### src/sv/cdu_pkg.sv
// package for the calendar date to unix time converter
// item and stage types, conversion constants and the month offset table
// no dependencies
`default_nettype none

package cdu_pkg;

  localparam int EPOCH_YEAR  = 1970;
  localparam int YEAR_DAYS   = 365;
  localparam int LEAP_BIAS   = 477;
  localparam int CENTURY     = 100;
  localparam int CENTURY_END = 99;
  localparam int RECIP_100   = 1311;
  localparam int RECIP_SHIFT = 17;
  localparam int HOUR_SEC    = 3600;
  localparam int MIN_SEC     = 60;
  localparam int DAY_SEC     = 86400;
  localparam logic [3:0] MARCH = 4'd3;
  localparam logic KIND_DAY_OF_YEAR = 1'b1;

  typedef struct packed {
    logic        kind;
    logic [11:0] year;
    logic [3:0]  month;
    logic [8:0]  day_number;
    logic [4:0]  hour;
    logic [5:0]  minute;
    logic [5:0]  second;
    logic [9:0]  millisecond;
  } item_t;

  typedef struct packed {
    logic [11:0]        year;
    logic signed [10:0] doy;
    logic signed [10:0] leap_cnt;
    logic [4:0]         hour;
    logic [5:0]         minute;
    logic [5:0]         second;
    logic [9:0]         millisecond;
  } mid_t;

  typedef struct packed {
    logic [34:0] unix_sec;
    logic [44:0] unix_msec;
    logic [8:0]  day_of_year;
  } res_t;

  // days before the first of the month in a common year, january based with january as day 0
  function automatic logic signed [10:0] month_offset(input logic [3:0] month);
    logic signed [10:0] off;
    case (month)
      4'd0:    off = -11'sd31;
      4'd1:    off = 11'sd0;
      4'd2:    off = 11'sd31;
      4'd3:    off = 11'sd59;
      4'd4:    off = 11'sd90;
      4'd5:    off = 11'sd120;
      4'd6:    off = 11'sd151;
      4'd7:    off = 11'sd181;
      4'd8:    off = 11'sd212;
      4'd9:    off = 11'sd243;
      4'd10:   off = 11'sd273;
      4'd11:   off = 11'sd304;
      4'd12:   off = 11'sd334;
      4'd13:   off = 11'sd365;
      4'd14:   off = 11'sd396;
      4'd15:   off = 11'sd426;
      default: off = 11'sd0;
    endcase
    return off;
  endfunction

endpackage

`default_nettype wire

### src/sv/cdu_doy.sv
// day of year and leap day count, two pipeline stages
// depends on cdu_pkg
`default_nettype none

module cdu_doy (
  input  logic          clk,
  input  logic          rst,
  input  logic          in_valid,
  output logic          in_ready,
  input  cdu_pkg::item_t in_item,
  output logic          out_valid,
  input  logic          out_ready,
  output cdu_pkg::mid_t out_item
);
  import cdu_pkg::*;

  logic signed [12:0] w;
  logic [22:0]        prod;
  logic [22:0]        qs;
  logic signed [6:0]  q100;

  logic               v1;
  logic               kind1;
  logic [11:0]        year1;
  logic signed [12:0] w1;
  logic signed [6:0]  q1001;
  logic signed [10:0] offset1;
  logic               late1;
  logic [8:0]         dnum1;
  logic [4:0]         hour1;
  logic [5:0]         minute1;
  logic [5:0]         second1;
  logic [9:0]         ms1;

  logic               en1;
  logic               en2;
  logic signed [12:0] hund;
  logic signed [12:0] r100;
  logic               leap;
  logic signed [12:0] q4;
  logic signed [12:0] lc;
  logic signed [10:0] dn;
  logic signed [10:0] doy;

  assign en2      = !out_valid || out_ready;
  assign en1      = !v1 || en2;
  assign in_ready = en1;

  // w = year - 1, quotient by 100 through a reciprocal, valid for w >= 0
  assign w    = $signed({1'b0, in_item.year}) - 13'sd1;
  assign prod = 23'(w[11:0]) * 23'(RECIP_100);
  assign qs   = prod >> RECIP_SHIFT;
  assign q100 = w[12] ? -7'sd1 : $signed({1'b0, qs[5:0]});

  always_ff @(posedge clk) begin
    if (rst) begin
      v1 <= 1'b0;
    end else if (en1) begin
      v1 <= in_valid;
    end
  end

  always_ff @(posedge clk) begin
    if (en1 && in_valid) begin
      kind1   <= in_item.kind;
      year1   <= in_item.year;
      w1      <= w;
      q1001   <= q100;
      offset1 <= month_offset(in_item.month);
      late1   <= in_item.month >= MARCH;
      dnum1   <= in_item.day_number;
      hour1   <= in_item.hour;
      minute1 <= in_item.minute;
      second1 <= in_item.second;
      ms1     <= in_item.millisecond;
    end
  end

  assign hund = 13'(CENTURY) * 13'(q1001);
  assign r100 = w1 - hund;
  // year zero is a leap year and is the only case with w negative
  assign leap = w1[12] ? 1'b1 :
                (year1[1:0] == 2'b00) &&
                ((r100 != 13'(CENTURY_END)) || (q1001[1:0] == 2'b11));
  assign q4   = w1 >>> 2;
  assign lc   = q4 - 13'(q1001) + 13'(q1001 >>> 2) - 13'(LEAP_BIAS);
  assign dn   = $signed({2'b00, dnum1});
  assign doy  = (kind1 == KIND_DAY_OF_YEAR) ? dn :
                dn + offset1 + $signed({10'd0, leap && late1});

  always_ff @(posedge clk) begin
    if (rst) begin
      out_valid <= 1'b0;
    end else if (en2) begin
      out_valid <= v1;
    end
  end

  always_ff @(posedge clk) begin
    if (en2 && v1) begin
      out_item.year        <= year1;
      out_item.doy         <= doy;
      out_item.leap_cnt    <= lc[10:0];
      out_item.hour        <= hour1;
      out_item.minute      <= minute1;
      out_item.second      <= second1;
      out_item.millisecond <= ms1;
    end
  end

endmodule

`default_nettype wire

### src/sv/cdu_secs.sv
// day count, seconds and milliseconds since the epoch, three pipeline stages
// depends on cdu_pkg
`default_nettype none

module cdu_secs (
  input  logic          clk,
  input  logic          rst,
  input  logic          in_valid,
  output logic          in_ready,
  input  cdu_pkg::mid_t in_item,
  output logic          out_valid,
  input  logic          out_ready,
  output cdu_pkg::res_t out_item
);
  import cdu_pkg::*;

  logic               en3;
  logic               en4;
  logic               en5;

  logic signed [12:0] ys;
  logic signed [21:0] days;
  logic [16:0]        tod;

  logic               v3;
  logic signed [21:0] days3;
  logic [16:0]        tod3;
  logic [8:0]         doy3;
  logic [9:0]         ms3;

  logic signed [38:0] secs;
  logic               v4;
  logic signed [38:0] secs4;
  logic [8:0]         doy4;
  logic [9:0]         ms4;

  logic signed [48:0] sx;
  logic signed [48:0] msec;

  assign en5      = !out_valid || out_ready;
  assign en4      = !v4 || en5;
  assign en3      = !v3 || en4;
  assign in_ready = en3;

  assign ys   = $signed({1'b0, in_item.year}) - 13'(EPOCH_YEAR);
  assign days = 22'(ys) * 22'(YEAR_DAYS) + 22'($signed(in_item.leap_cnt))
              + 22'($signed(in_item.doy)) - 22'sd1;
  assign tod  = 17'(in_item.hour) * 17'(HOUR_SEC) + 17'(in_item.minute) * 17'(MIN_SEC)
              + 17'(in_item.second);

  always_ff @(posedge clk) begin
    if (rst) begin
      v3 <= 1'b0;
    end else if (en3) begin
      v3 <= in_valid;
    end
  end

  always_ff @(posedge clk) begin
    if (en3 && in_valid) begin
      days3 <= days;
      tod3  <= tod;
      doy3  <= in_item.doy[8:0];
      ms3   <= in_item.millisecond;
    end
  end

  assign secs = 39'(days3) * 39'(DAY_SEC) + $signed({22'd0, tod3});

  always_ff @(posedge clk) begin
    if (rst) begin
      v4 <= 1'b0;
    end else if (en4) begin
      v4 <= v3;
    end
  end

  always_ff @(posedge clk) begin
    if (en4 && v3) begin
      secs4 <= secs;
      doy4  <= doy3;
      ms4   <= ms3;
    end
  end

  // times 1000 as 1024 - 16 - 8
  assign sx   = 49'(secs4);
  assign msec = (sx <<< 10) - (sx <<< 4) - (sx <<< 3) + $signed({39'd0, ms4});

  always_ff @(posedge clk) begin
    if (rst) begin
      out_valid <= 1'b0;
    end else if (en5) begin
      out_valid <= v4;
    end
  end

  always_ff @(posedge clk) begin
    if (en5 && v4) begin
      out_item.unix_sec    <= secs4[34:0];
      out_item.unix_msec   <= msec[44:0];
      out_item.day_of_year <= doy4;
    end
  end

endmodule

`default_nettype wire

### src/sv/calendar_date_to_unix_time.sv
// top level of the calendar date to unix time converter
// depends on cdu_pkg, cdu_doy and cdu_secs
//
// Converts one UTC time stamp per item into seconds and milliseconds since
// 1970-01-01 00:00:00 and the day of year used. The date is year, month and
// day of month (tuser 0) or year and day of year (tuser 1); fields are taken
// as given with no range checks, and results wrap at their widths. The block
// is a five stage pipeline: it takes one item every cycle while the output
// is not stalled. Each stage holds its item until the next stage frees, so
// stalls lose and repeat nothing and empty stages fill while the output
// waits.
`default_nettype none

module calendar_date_to_unix_time (
  input  logic        clk,
  input  logic        rst,
  input  logic        s_axis_tvalid,
  output logic        s_axis_tready,
  // year, month, day_number, hour, minute, second, millisecond
  input  logic [55:0] s_axis_tdata,
  // kind
  input  logic [0:0]  s_axis_tuser,
  output logic        m_axis_tvalid,
  input  logic        m_axis_tready,
  // unix_sec, unix_msec, day_of_year
  output logic [95:0] m_axis_tdata
);
  import cdu_pkg::*;

  item_t in_item;
  mid_t  mid_item;
  res_t  res_item;
  logic  doy_ready;
  logic  mid_valid;
  logic  mid_ready;

  assign in_item.kind        = s_axis_tuser[0];
  assign in_item.year        = s_axis_tdata[11:0];
  assign in_item.month       = s_axis_tdata[15:12];
  assign in_item.day_number  = s_axis_tdata[24:16];
  assign in_item.hour        = s_axis_tdata[29:25];
  assign in_item.minute      = s_axis_tdata[35:30];
  assign in_item.second      = s_axis_tdata[41:36];
  assign in_item.millisecond = s_axis_tdata[51:42];

  assign s_axis_tready = doy_ready && !rst;

  cdu_doy u_doy (
    .clk       (clk),
    .rst       (rst),
    .in_valid  (s_axis_tvalid),
    .in_ready  (doy_ready),
    .in_item   (in_item),
    .out_valid (mid_valid),
    .out_ready (mid_ready),
    .out_item  (mid_item)
  );

  cdu_secs u_secs (
    .clk       (clk),
    .rst       (rst),
    .in_valid  (mid_valid),
    .in_ready  (mid_ready),
    .in_item   (mid_item),
    .out_valid (m_axis_tvalid),
    .out_ready (m_axis_tready),
    .out_item  (res_item)
  );

  assign m_axis_tdata = {7'd0, res_item.day_of_year, res_item.unix_msec, res_item.unix_sec};

  // an open output frees every stage, so the input must be open too
  a_ready_chain: assert property (@(posedge clk) disable iff (rst)
    m_axis_tready |-> s_axis_tready)
    else $error("input stalled while output is open");

  // with the output held open, an accepted item reaches the output valid
  a_latency: assert property (@(posedge clk) disable iff (rst)
    (m_axis_tready && $past(m_axis_tready, 1) && $past(m_axis_tready, 2) &&
     $past(m_axis_tready, 3) && $past(m_axis_tready, 4) &&
     $past(m_axis_tready, 5) &&
     !$past(rst, 1) && !$past(rst, 2) && !$past(rst, 3) &&
     !$past(rst, 4) && !$past(rst, 5))
    |-> (m_axis_tvalid == $past(s_axis_tvalid && s_axis_tready, 5)))
    else $error("pipeline latency mismatch");

  a_reset_empty: assert property (@(posedge clk)
    rst |=> !m_axis_tvalid)
    else $error("output item present right after reset");

endmodule

`default_nettype wire

### config.mk
export PLATFORM = sky130hd
export DESIGN_NAME = calendar_date_to_unix_time
export DESIGN_NICKNAME = d
export VERILOG_FILES = /design/src/sv/cdu_pkg.sv /design/src/sv/cdu_doy.sv /design/src/sv/cdu_secs.sv /design/src/sv/calendar_date_to_unix_time.sv
export SDC_FILE = /design/constraint.sdc
export NUM_CORES = 1
export LEC_CHECK = 0
export BUFFER_PORTS_ARGS = -buffer_cell sky130_fd_sc_hd__buf_4
export CAP_MARGIN = 0
export CELL_PAD_IN_SITES_DETAIL_PLACEMENT = 0
export CELL_PAD_IN_SITES_GLOBAL_PLACEMENT = 1
export CORE_MARGIN = 2
export CORE_UTILIZATION = 51
export CTS_CLUSTER_SIZE = 24
export DETAILED_ROUTE_END_ITERATION = 8
export GPL_ROUTABILITY_DRIVEN = 1
export PLACE_DENSITY_LB_ADDON = 0.12
export RECOVER_POWER = 25
export REMOVE_ABC_BUFFERS = 1
export SETUP_SLACK_MARGIN = 0.2
export SLEW_MARGIN = 20
export SYNTH_ARGS = -nofsm -noshare
export SYNTH_HDL_FRONTEND = slang
export SYNTH_SLANG_ARGS = --single-unit
### constraint.sdc
create_clock -name clk -period 11.2 [get_ports clk]
set_input_delay 3.36 -clock clk [delete_from_list [all_inputs] [get_ports clk]]
set_output_delay 3.36 -clock clk [all_outputs]
set_load 0.05 [all_outputs]
* After elaboration in Yosys (flattened, before gate mapping)
Memories as Yosys holds them, arrays and structs flattened. A register that Yosys moved wholly into a read port is not among the register bits. Index checks and enable logic that the tools add are counted.
Word-level totals: flip-flop bits (word level) 341, ROM bits 176, bits of input ports 61, output and inout bits 98, memories 1
Memory list:
- (name not given) | words 16, bits a word 11, read ports 1, clocked after memory_dff 1, write ports 0, line cdu_pkg.sv:51 | case (month)
Operators by class: add/subtract/negate cells 17, $mul 6, order comparisons 1, equality and inequality tests 2, multiplexer cells 3, reductions and logical operators 21
Operators with widths (number):
- adder 45 x 11 -> 45 bit | 1
- subtractor 45 x 42 -> 45 bit | 1
- subtractor 45 x 43 -> 45 bit | 1
- adder 22 x 11 -> 22 bit | 2
- adder 39 x 18 -> 39 bit | 1
- multiplier 22 x 11 -> 32 bit, second input constant | 1
- multiplier 12 x 11 -> 23 bit, second input constant | 1
- multiplier 13 x 10 -> 22 bit, second input constant | 1
- subtractor 22 x 2 -> 22 bit, second input constant | 1
- adder 17 x 12 -> 17 bit | 1
- adder 17 x 6 -> 17 bit | 1
- multiplier 5 x 8 -> 13 bit, second input constant | 1
- != test 13 x 8 -> 1 bit, second input constant | 1
- subtractor 12 x 1 -> 13 bit, second input constant | 1
- subtractor 12 x 11 -> 13 bit, second input constant | 1
- subtractor 13 bit | 1
- adder 10 x 11 -> 11 bit | 1
- adder 11 x 2 -> 11 bit | 1
- adder 11 x 5 -> 11 bit | 1
- multiplier 6 x 7 -> 11 bit, first input constant | 1
- subtractor 11 x 10 -> 11 bit, second input constant | 1
- subtractor 11 x 7 -> 11 bit | 1
- multiplier 6 x 4 -> 10 bit, second input constant | 1
- two-way mux 9 bit | 1
- other kinds (8) | 25

* Logic depth before layout (Yosys ltp)
word-level depth 9, mapped depth 29

* By module
A second synthesis with hierarchy kept.
Second synthesis, totals: cells, all modules 2602, area, all modules 29683.5 sq um
By module, submodules not included:
- cdu_secs | times used 1, cells an instance 1849, area each 20149.3 sq um, sequential area each 6216.0 sq um
- cdu_doy | times used 1, cells an instance 744, area each 9464.1 sq um, sequential area each 4244.1 sq um
- calendar_date_to_unix_time | times used 1, cells an instance 9, area each 70.1 sq um, sequential area each 0.0 sq um

* Worst setup path before layout
OpenSTA, ideal clock, no wires.
path type input-to-reg, from input port s_axis_tdata[4], to register u_doy.q1001[5] (data pin), library setup time 0.256 ns, data arrival time 9.149 ns, data required time 10.944 ns, path slack 1.794 ns, stages on the path 23, path buffers 0, path through or3_1 -> nor2_1 -> nand3_1 -> or4_1 -> xnor2_1 -> inv_1 -> fa_1 -> inv_1 -> ha_1 -> inv_1 -> fa_1 -> fa_1 -> inv_1 -> fa_1 -> ha_1 -> a21o_1 -> a21o_1 -> a221o_1 -> a31o_2 -> a211o_1 -> a21oi_1 -> xnor2_1 -> nand2b_1
On the way: word-level cells in the longest chain between the ends 2
RTL lines:
- from (decl) | line calendar_date_to_unix_time.sv:20 | input logic [55:0] s_axis_tdata,
- subtractor 12 x 1 -> 13 bit | line cdu_doy.sv:50 | assign w = $signed({1'b0, in_item.year}) - 13'sd1;
- net u_doy.w[9] | line cdu_doy.sv:17 | logic signed [12:0] w;
- multiplier 12 x 11 -> 23 bit | line cdu_doy.sv:51 | assign prod = 23'(w[11:0]) * 23'(RECIP_100);
- to (signal assigned) | line cdu_doy.sv:68 | q1001 <= q100;
- to (decl) | line cdu_doy.sv:26 | logic signed [6:0] q1001;
The timed path passes the listed nets, and every way through them passes these cells. A chain may end at the register's enable or synchronous reset.

* Final worst setup path
from input port s_axis_tdata[2], to register u_doy.q1001[5] (data pin)
Same word-level chain as after synthesis.

==> impl_metrics.csv <==
group,metric,value,unit
sta,tightest_slew,1.05,ns
setup_path,worstSetupEndpointType,"flip-flop",
cts,numCtsBuffers,42,
setup_path,reg2reg_depth,22,
sta,post-route-min-period,9.26,ns
global_route,grt_pass1_vias,18600,
cts,clock_sinks,350,
final_layout,final_cells,3516,
cts,clk-insertion-delay-late,0.56,ns
synth,ys_warn_count,0,
setup_path,worstSetupStartpointType,"input port",
synth,synth.area.top_cells,"edfxtp_1 35%, ha_1 18%, fa_1 18%",
drt,top_layer,"met4",
setup_path,slowest_stage,"fa_1",
floorplanning,dieArea,59300,um^2
global_route,grt_usage,18.3,%
global_route,overflow,0,
global_route,antenna_found_initial,0,
final_layout,drive_gt1_share,10.1,%
synth,synth_ff_type,"edfxtp_1",
run,maxCapViolCount,0,
drt,route.layer.met1.wl,21600,um
placed_design,port_buffers,147,
final_layout,area_growth,11.9,%
final_layout,antenna_cells,0,
setup_path,required,11.51,ns
cts,htreeDepth,2,
drt,vias,17500,
synth,synth.distinct_cells,81,
drt,wl_met2,27100,um
cts,postCtsSetupBuffers,0,
sta,final.setup.tns,0,ns
sta,clock.fmax,0.108,GHz
synth,synthTopCellsByCount,"571 x inv_1, 420 x ha_1, 345 x edfxtp_1",
cts,cts_tree,"done",
drt,wirelength,51500,um
synth,synth_seq_cells,350,
sta,setup_viol,0,
cts,clk_pin_slew,0.06,ns
setup_path,crit_path_cell_trace,"buf_4 > or3_1 > nor2_1 > nand3_1 > nor2_1 > xor2_1 > inv_1 > fa_1 > inv_1 > ha_1 > ha_1 > inv_1 > fa_1 > fa_1 > inv_1 > ha_1 > o21ai_0 > o211ai_1 > a221o_1 > a31o_2 > a211o_1 > a21oi_1 > xnor2_1 > nand2b_1",
drt,drc,0,
worst_hold_path,hold_path_class,"reg2reg",
global_route,grt_pass1_wl,89000,um
synth,avgSynthCellArea,11.5,um^2
placed_design,gp_congestion,0.843,
sta,slew_violations,0,
cts,postCtsResizedCells,0,
setup_path,cpMostUsedCell,"inv_1",
synth,synthCells,2541,
drt,drt_iter0_markers,472,
synth,synth_top_cell_by_area,"edfxtp_1",
drt,wl_per_cell,14.6,um
placed_design,place_inst,3438,
floorplanning,die_w,244,um
synth,yosysSeqAreaShare,35.7,%
cts,cts-root-buf,"clkbuf_16",
cts,postCtsHoldBufs,0,
sta,slew_headroom,30.0,%
cts,clockBufferDepth,3,
setup_path,slowest_delay,0.59,ns
drt,wl_met3,1450,um
setup_path,crit_type,"in2reg",
sta,hold_viol_final,0,
floorplanning,die_y,244,um
floorplanning,initial_core_util,51.7,%
sta,fin_worst_skew,0.0188,ns
sta,fin_ws,1.94,ns
floorplanning,num_io_pins,159,
synth,syn-cell-area,29300,um^2
drt,ant_nets,0,
setup_path,arrival,9.57,ns
global_route,grt_start_max_net_pins,80,
synth,synthDominantCellAreaShare,35.4,%
placed_design,pre_cts_ws,1.32,ns
sta,hold-worst-slack,0.409,ns
synth,synth_edf_count,345,
worst_hold_path,hold_depth,0,
synth,synthArstFlopShare,0,%
final_layout,nNetsFinal,3469,
setup_path,critical_path_peak_fanout,7,
sta,rsz0062_at_grt,"false",
placed_design,dp_hpwl,42900,um
floorplanning,rows,87,
sta,fin_crit_sh,82.6,%
synth,yosysMostFrequentCell,"inv_1",
drt,dr.pass1.iters,4,
floorplanning,core,56600,um^2
status,status,"finished clean",
drt,vias_per_cell,4.97,
==> final cells by class <==
type | instances | area, um^2
clock buffer | 46 | 1090
clock inverter | 32 | 307
sequential | 350 | 10500
inverter | 571 | 2140
timing repair buffer | 159 | 1190
fill | 4838 | 23900
tap | 756 | 946
multi-input combinational | 1602 | 16600
==> cells by family (layout without fill, tap and decap cells) <==
logic type      count (synthesis)  after routing  share of synthesized area (%)
compound gates                376            376                           8.36
flops                         350            350                           35.7
fa+ha+maj                     682            682                           35.9
xor+xnor                      190            190                           5.79
mux                            14             14                          0.534
other cells                     1              7                         0.0128
simple gates                  333            333                           5.96
buf+inv                       595            808                           7.73
==> per-layer routing <==
metal,vias to the layer above,GRT usage [%]
met5,-,0
met4,0,5.58
met3,73,2.37
met2,185,34.4
met1,8337,21.7
li1,8873,-
==> cells in the final DEF, fill, tap and decap left out, types with 43 or more instances in the layout <==
master and n:
buf_4 127, a21oi_1 121, o21ai_0 73, nor2_1 81, a21o_1 64, inv_1 571, xor2_1 56, nand2_1 71
clkbuf_16 43, ha_1 420, edfxtp_1 345, xnor2_1 130, fa_1 262
==> worst max-delay path, delay by kind of cell <==
| kind | cells | cell delay (ns) |
|---|---|---|
| fa+ha+maj | 6 | 2.49 |
| compound gates | 6 | 1.46 |
| simple gates | 5 | 0.99 |
| xor+xnor | 2 | 0.65 |
| buf+inv | 5 | 0.58 |
==> state kept, by name, summed over array words and instances, names as in the netlist, 5 cells and up <==
| register | count |
|---|---|
| u_doy.dnum1 | 9 |
| u_doy.second1 | 6 |
| u_secs.tod3 | 17 |
| u_doy.q1001 | 7 |
| u_doy.ms1 | 10 |
| u_secs.ms4 | 10 |
| u_doy.out_item | 61 |
| u_secs.ms3 | 10 |
| u_doy.offset1 | 10 |
| u_secs.doy4 | 9 |
| u_doy.minute1 | 6 |
| u_doy.w1 | 12 |
| u_secs.days3 | 22 |
| u_doy.hour1 | 5 |
| u_secs.doy3 | 9 |
| u_secs.out_item | 89 |
| u_secs.secs4 | 39 |
| u_doy.year1 | 12 |
==> worst paths after layout <==
| check | slack (ns) | start | endpoint |
|---|---|---|---|
| worst max-delay path | 1.94 | s_axis_tdata[2] | u_doy.q1001[5] |
| worst min-delay path | 0.41 | u_doy.year1[6] | u_doy.out_item[55] |
| worst max register to register | 4.66 | u_doy.out_item[50] | u_secs.days3[18] |
| worst min register to register | 0.41 | u_doy.year1[6] | u_doy.out_item[55] |
==> metrics by stage <==
step | utilization (%) | area (um^2)
CTS | 57.9 | 32800
global route | 57.9 | 32700
global placement | 55.4 | 31400
floorplan | - | 29200
detailed placement | 55.4 | 31400
finish | 57.9 | 32700
Power is not shown: default switching activity piles up to over one toggle a cycle in this logic, so the estimate is an artifact.
